**config.mk**
```make
export PLATFORM = sky130hd
export DESIGN_NAME = pal_seq
export DESIGN_NICKNAME = d
export VERILOG_FILES = /design/src/sv/pal_pkg.sv /design/src/sv/pal_seq.sv
export SDC_FILE = /design/constraint.sdc
export NUM_CORES = 1
export LEC_CHECK = 0
export BUFFER_PORTS_ARGS = -buffer_cell sky130_fd_sc_hd__buf_4
export CORE_MARGIN = 3
export CORE_UTILIZATION = 50
export CTS_CLUSTER_SIZE = 14
export DETAILED_ROUTE_END_ITERATION = 10
export GPL_ROUTABILITY_DRIVEN = 0
export PLACE_DENSITY_LB_ADDON = 0.25
export RECOVER_POWER = 100
export SETUP_SLACK_MARGIN = 0.1
export SLEW_MARGIN = 20
export SYNTH_ARGS = -nofsm -noshare
export SYNTH_HDL_FRONTEND = slang
export SYNTH_SLANG_ARGS = --single-unit
```
**constraint.sdc**
```tcl
create_clock -name clock -period 7.3 [get_ports clock]
set_clock_uncertainty 0.1 [all_clocks]
set_input_delay 0 -clock clock [delete_from_list [all_inputs] [get_ports clock]]
set_output_delay 0 -clock clock [all_outputs]
set_load 0.01 [all_outputs]
```
**src/sv/pal_pkg.sv**
```systemverilog
`timescale 1ns / 1ps

package pal_pkg;

   localparam int VALUE_W  = 32;
   localparam int POS_W    = 9;
   localparam int LENGTH_W = 9;
   localparam int STATUS_W = 2;

   localparam logic ACT_INSERT = 1'b0;
   localparam logic ACT_DELETE = 1'b1;

   localparam logic [STATUS_W-1:0] ST_DONE  = 2'd0;
   localparam logic [STATUS_W-1:0] ST_EMPTY = 2'd1;
   localparam logic [STATUS_W-1:0] ST_FULL  = 2'd2;

   // finished result handed from the sequencer to the output register
   typedef struct packed {
      logic                       done;
      logic signed [VALUE_W-1:0]  removed;
      logic [STATUS_W-1:0]        status;
      logic [LENGTH_W-1:0]        length;
   } pal_rsp_type;

endpackage

```
**src/sv/pal_seq.sv**
```systemverilog
`timescale 1ns / 1ps

module pal_seq #(
   parameter int CAPACITY = 256,
   parameter int ADDR_W   = 8,
   parameter int CNT_W    = 9
) (
   input  logic                               clock,
   input  logic                               reset,
   input  logic                               start,
   input  logic                               action,
   input  logic signed [pal_pkg::VALUE_W-1:0] value,
   input  logic [pal_pkg::POS_W-1:0]          position,
   input  logic                               rsp_free,
   output logic                               idle,
   output pal_pkg::pal_rsp_type               rsp,
   output logic                               wr_en,
   output logic [ADDR_W-1:0]                  wr_addr,
   output logic signed [pal_pkg::VALUE_W-1:0] wr_data,
   output logic [ADDR_W-1:0]                  rd_addr,
   input  logic signed [pal_pkg::VALUE_W-1:0] rd_data
);

   localparam int CMP_W = (CNT_W > pal_pkg::POS_W) ? CNT_W : pal_pkg::POS_W;

   typedef enum logic [2:0] {
      S_IDLE, S_UP, S_UP_DRAIN, S_PUT, S_DOWN, S_DN_DRAIN, S_FIN
   } state_type;

   state_type                          state_ff, state_in;
   logic [CNT_W-1:0]                   count_ff, count_in;
   logic signed [pal_pkg::VALUE_W-1:0] value_ff, value_in;
   logic [ADDR_W-1:0]                  k_ff, k_in;
   logic [ADDR_W-1:0]                  rd_idx_ff, rd_idx_in;
   logic                               pend_vld_ff, pend_vld_in;
   logic [ADDR_W-1:0]                  pend_idx_ff, pend_idx_in;
   logic signed [pal_pkg::VALUE_W-1:0] removed_ff, removed_in;
   logic [pal_pkg::STATUS_W-1:0]       status_ff, status_in;

   logic [CMP_W-1:0]  pos_e, cnt_e, pos_lo, pos_del;
   logic [ADDR_W-1:0] last_idx;

   assign cnt_e    = CMP_W'(count_ff);
   assign pos_e    = CMP_W'(position);
   assign pos_lo   = (pos_e == '0) ? CMP_W'(1) : pos_e;
   assign pos_del  = (pos_lo > cnt_e) ? cnt_e : pos_lo;
   assign last_idx = ADDR_W'(count_ff - CNT_W'(1));

   always_comb begin
      state_in    = state_ff;
      count_in    = count_ff;
      value_in    = value_ff;
      k_in        = k_ff;
      rd_idx_in   = rd_idx_ff;
      pend_vld_in = pend_vld_ff;
      pend_idx_in = pend_idx_ff;
      removed_in  = removed_ff;
      status_in   = status_ff;
      wr_en       = 1'b0;
      wr_addr     = pend_idx_ff + ADDR_W'(1);
      wr_data     = rd_data;

      case (state_ff)
         S_IDLE: begin
            if (start) begin
               value_in    = value;
               pend_vld_in = 1'b0;
               removed_in  = '0;
               status_in   = pal_pkg::ST_DONE;
               if (action == pal_pkg::ACT_INSERT) begin
                  if (count_ff == CNT_W'(CAPACITY)) begin
                     status_in = pal_pkg::ST_FULL;
                     state_in  = S_FIN;
                  end else if (pos_lo <= cnt_e) begin
                     k_in      = ADDR_W'(pos_lo - CMP_W'(1));
                     rd_idx_in = last_idx;
                     state_in  = S_UP;
                  end else begin
                     k_in     = ADDR_W'(count_ff);
                     state_in = S_PUT;
                  end
               end else begin
                  if (count_ff == '0) begin
                     status_in = pal_pkg::ST_EMPTY;
                     state_in  = S_FIN;
                  end else begin
                     k_in      = ADDR_W'(pos_del - CMP_W'(1));
                     rd_idx_in = ADDR_W'(pos_del - CMP_W'(1));
                     state_in  = S_DOWN;
                  end
               end
            end
         end
         S_UP: begin
            wr_en       = pend_vld_ff;
            pend_vld_in = 1'b1;
            pend_idx_in = rd_idx_ff;
            if (rd_idx_ff == k_ff) begin
               state_in = S_UP_DRAIN;
            end else begin
               rd_idx_in = rd_idx_ff - ADDR_W'(1);
            end
         end
         S_UP_DRAIN: begin
            wr_en    = 1'b1;
            state_in = S_PUT;
         end
         S_PUT: begin
            wr_en    = 1'b1;
            wr_addr  = k_ff;
            wr_data  = value_ff;
            count_in = count_ff + CNT_W'(1);
            state_in = S_FIN;
         end
         S_DOWN: begin
            wr_addr     = pend_idx_ff - ADDR_W'(1);
            pend_vld_in = 1'b1;
            pend_idx_in = rd_idx_ff;
            if (pend_vld_ff) begin
               if (pend_idx_ff == k_ff) begin
                  removed_in = rd_data;
               end else begin
                  wr_en = 1'b1;
               end
            end
            if (rd_idx_ff == last_idx) begin
               state_in = S_DN_DRAIN;
            end else begin
               rd_idx_in = rd_idx_ff + ADDR_W'(1);
            end
         end
         S_DN_DRAIN: begin
            wr_addr = pend_idx_ff - ADDR_W'(1);
            if (pend_idx_ff == k_ff) begin
               removed_in = rd_data;
            end else begin
               wr_en = 1'b1;
            end
            count_in = count_ff - CNT_W'(1);
            state_in = S_FIN;
         end
         S_FIN: begin
            if (rsp_free) begin
               state_in = S_IDLE;
            end
         end
         default: begin
            state_in = S_IDLE;
         end
      endcase
   end

   always_ff @(posedge clock) begin
      if (reset) begin
         state_ff    <= S_IDLE;
         count_ff    <= '0;
         pend_vld_ff <= 1'b0;
      end else begin
         state_ff    <= state_in;
         count_ff    <= count_in;
         pend_vld_ff <= pend_vld_in;
      end
      value_ff    <= value_in;
      k_ff        <= k_in;
      rd_idx_ff   <= rd_idx_in;
      pend_idx_ff <= pend_idx_in;
      removed_ff  <= removed_in;
      status_ff   <= status_in;
   end

   assign rd_addr     = rd_idx_ff;
   assign idle        = (state_ff == S_IDLE);
   assign rsp.done    = (state_ff == S_FIN);
   assign rsp.removed = removed_ff;
   assign rsp.status  = status_ff;
   assign rsp.length  = pal_pkg::LENGTH_W'(count_ff);

endmodule

```
==> results.md <==
* WL/cell at 18.42 µm
* P&R area growth vs syn at 29.86%
* Detailed Place HPWL at 13450 µm
* DR iter-0 viols at 377
* Initial antenna violation count at 0
* Data required, critical path at 7.30 ns
* # DRC at 0
* Setup CP Type: reg2reg
* TNS Setup at 0 ns
* Total Routing Usage GR at 26.57%
* Final Max Slew Viols at 95
* Most common cell on crit path: nand2_1
* Total design power at 3.345 mW
* Routed Antenna Nets at 0
* Crit-path cells: nand2_1 -> inv_1 -> nand2_1 -> ha_1 -> a21o_1 -> a21oi_1 -> nor2b_1 -> o21a_1 -> o41ai_1 -> xnor2_1 -> mux2_2
* Layout fillers at 1033
* Pwr per Cell Area at 399.2 mW/mm²
* Number of synthesized flops with an enable pin at 90
* Post-CTS Hold Buffers at 66
* IO Port Bufs at 171
* Max FO, Critical Path at 34
* Die footprint at 0.01431 mm²
* WL met1 at 7687 µm
* CP bufs+invs at 1
* Worst hold path depth at 2
* Layout cells sized above 1 at 12.14%
* DIE HEIGHT at 119.6 µm
* Yosys warns at 0
* CTS tree: yes
* Total iterations of the first detailed-routing run at 7
* First-pass GRT wire length at 30450 µm
* Asr flop ratio synth at 0%
* Fmax at 214.1 MHz
* Largest net degree at the start of global routing at 43
* MaxCap Viol Count at 3
* Hold Violations, Final at 0
* Post-CTS Setup Inserts at 0
* Relative slew slack at -103.8%
* Final setup viols at 0
* Vias at 6031
* # diodes at 0
* Num CTS Buffers at 9
* H-Tree Level Count at 3
* Tcrit/Tclk final at 64.00%
* CP Capture Type: flip-flop
* WL met2 at 9843 µm
* GR Overflow Total at 0
* Syn Nets at 790
* Leading area contributor after synthesis: edfxtp_1
* Clock slew at reported path FFs at 0.08 ns
* Total length of routed wires at 19640 µm
* Core area at 0.01231 mm²
* Nets@finish at 998
* Netlist cell types at 62
* Worst-Margin Slew at 3.058 ns
* Syn_area_per_cell at 9.421 µm²
* Initial core utilization at 52.42%
* Worst path max stage delay at 0.80 ns
* CP Data Arrival Time at 4.67 ns
* Vias in the first global route at 5911
* CP delay by family, top: simple AND/OR/NAND/NOR gates
* WL met3 at 1455 µm
* I/O pin count at 172
* Clock Latency Late Sink at 0.35 ns
* Leak at 3.499 nW
* CP max-delay cell: nand2_1
* Cell Area, Synth at 0.006454 mm²
* Main flop type after synthesis: edfxtp_1
* Yosys reg bits at 103
* Row count at 40
* RSZ-0062 raised after global routing: false
* Vias per inst at 5.658
* Final Hold Slack at 0.03355 ns
* CP Depth at 11
* Synth Instances at 685
* Synth top area share at 41.88%
* Crit start category: flip-flop
* CTS Buffer Depth at 2
* Multi-input gate area at 0.003202 mm²
* Status: finished with violations
* Failing checks: capacitance limit, slew limit
* Clk sinks at 103
* Register area at 0.002963 mm²
* Cts repair resizes at 0
* VDD IR-drop max at 165.9 µV
* Synth area leaders: edfxtp_1 42%, nand2_1 8.1%, mux2i_1 5.4%
* Clock Tree Root: clkbuf_16
* Die extent in x at 119.6 µm
* Worst reg-to-reg path cell count at 11
* Worst min path class: in2reg
* Fin crit period at 4.672 ns
* Uppermost layer routed: met4
* Sequential share of the synthesized area at 45.91%
[metal layers]
layer / global-route usage, % / up-vias
met2: 46.43 / 295
li1: - / 2807
met1: 32.01 / 2873
met3: 5.844 / 56
met5: 0 / -
met4: 10.24 / 0
[worst paths after layout]
kind | start | end | slack, ns
setup / recovery | state_ff[2]$_SDFFE_PP0P_ | rd_addr[7]$_DFFE_PP_ | 2.63
hold / removal | action | rd_addr[4]$_DFFE_PP_ | 0.03
setup reg to reg | state_ff[2]$_SDFFE_PP0P_ | rd_addr[7]$_DFFE_PP_ | 2.63
hold reg to reg | pend_vld_ff$_SDFFE_PP0P_ | pend_vld_ff$_SDFFE_PP0P_ | 0.41
[flip-flops by register name (all words and copies together), names as in the netlist]
name,cells
status_ff,2
pend_idx_ff,8
removed_ff,32
value_ff,32
rd_addr,8
k_ff,8
cnt_e,9
state_ff,3
pend_vld_ff,1
[power by group]
part	total, mW	internal (mW)	switching [mW]
clock network	0.494	0.261	0.234
registers	1.18	0.962	0.216
logic	1.67	0.654	1.02
total	3.35	1.88	1.47
[layout by cell type, fill, tap and decap left out, types with 7 or more instances in the layout]
master	netlist	final
clkbuf_4	0	32
edfxtp_1	90	90
ha_1	25	25
xnor2_1	35	35
nand2_1	139	139
nor4_1	6	7
mux2i_1	35	35
a21oi_1	39	39
clkbuf_1	29	93
xor2_1	28	28
clkbuf_16	0	10
buf_4	2	49
o21ai_0	11	18
dlygate4sd3_1	0	66
dfxtp_1	13	13
nor2_1	80	79
inv_1	16	20
nor3_1	15	15
[metrics by stage]
step	util, %	setup slack [ns]	std cells	instance area (µm²)
final	68.07	2.628	1066	8381
after global placement	63.39	3.217	984	7805
after CTS	71.28	2.903	1066	8776
after detailed placement	63.43	2.918	984	7810
after floorplan	-	3.265	685	6454
after global routing	68.07	2.204	1066	8381
[cell families (layout without fill, tap and decap cells)]
group | count (synthesis) | after routing | synth area share (%)
DFF | 103 | 103 | 45.91
muxes | 38 | 38 | 5.952
xor gates and xnor gates | 64 | 64 | 8.802
and+or+nand+nor | 275 | 275 | 18.53
AOI/OAI and AO/OA | 113 | 113 | 11.17
adders and majority gates | 27 | 27 | 5.467
buffers and inverters | 65 | 278 | 4.168
[layout make-up]
cell class / count / area share [%]
repair buffers: 240 / 19.30
inverters: 22 / 0.9854
flip-flops and latches: 103 / 35.35
well taps: 168 / 2.508
clock inverters: 6 / 0.6569
multi-input cells: 517 / 38.21
clock buffers: 10 / 2.986
[cells in the mapped netlist (all sizes together), types with 3 or more instances]
| cell type | n |
|---|---|
| dfxtp | 13 |
| nor2 | 81 |
| inv | 22 |
| a21oi | 39 |
| o21a | 3 |
| ha | 25 |
| buf | 14 |
| a211oi | 5 |
| nand3 | 6 |
| a2111oi | 3 |
| clkbuf | 29 |
| a31oi | 6 |
| nor3 | 16 |
| mux2i | 35 |
| nand4 | 5 |
| xor2 | 29 |
| mux2 | 3 |
| o21ai | 24 |
| or3 | 5 |
| xnor2 | 35 |
| a21o | 6 |
| and3 | 3 |
| nand2 | 139 |
| o21bai | 3 |
| o211ai | 4 |
| and4 | 3 |
| nor4 | 8 |
| edfxtp | 90 |
Note: power is estimated with default switching activity, not from simulation.
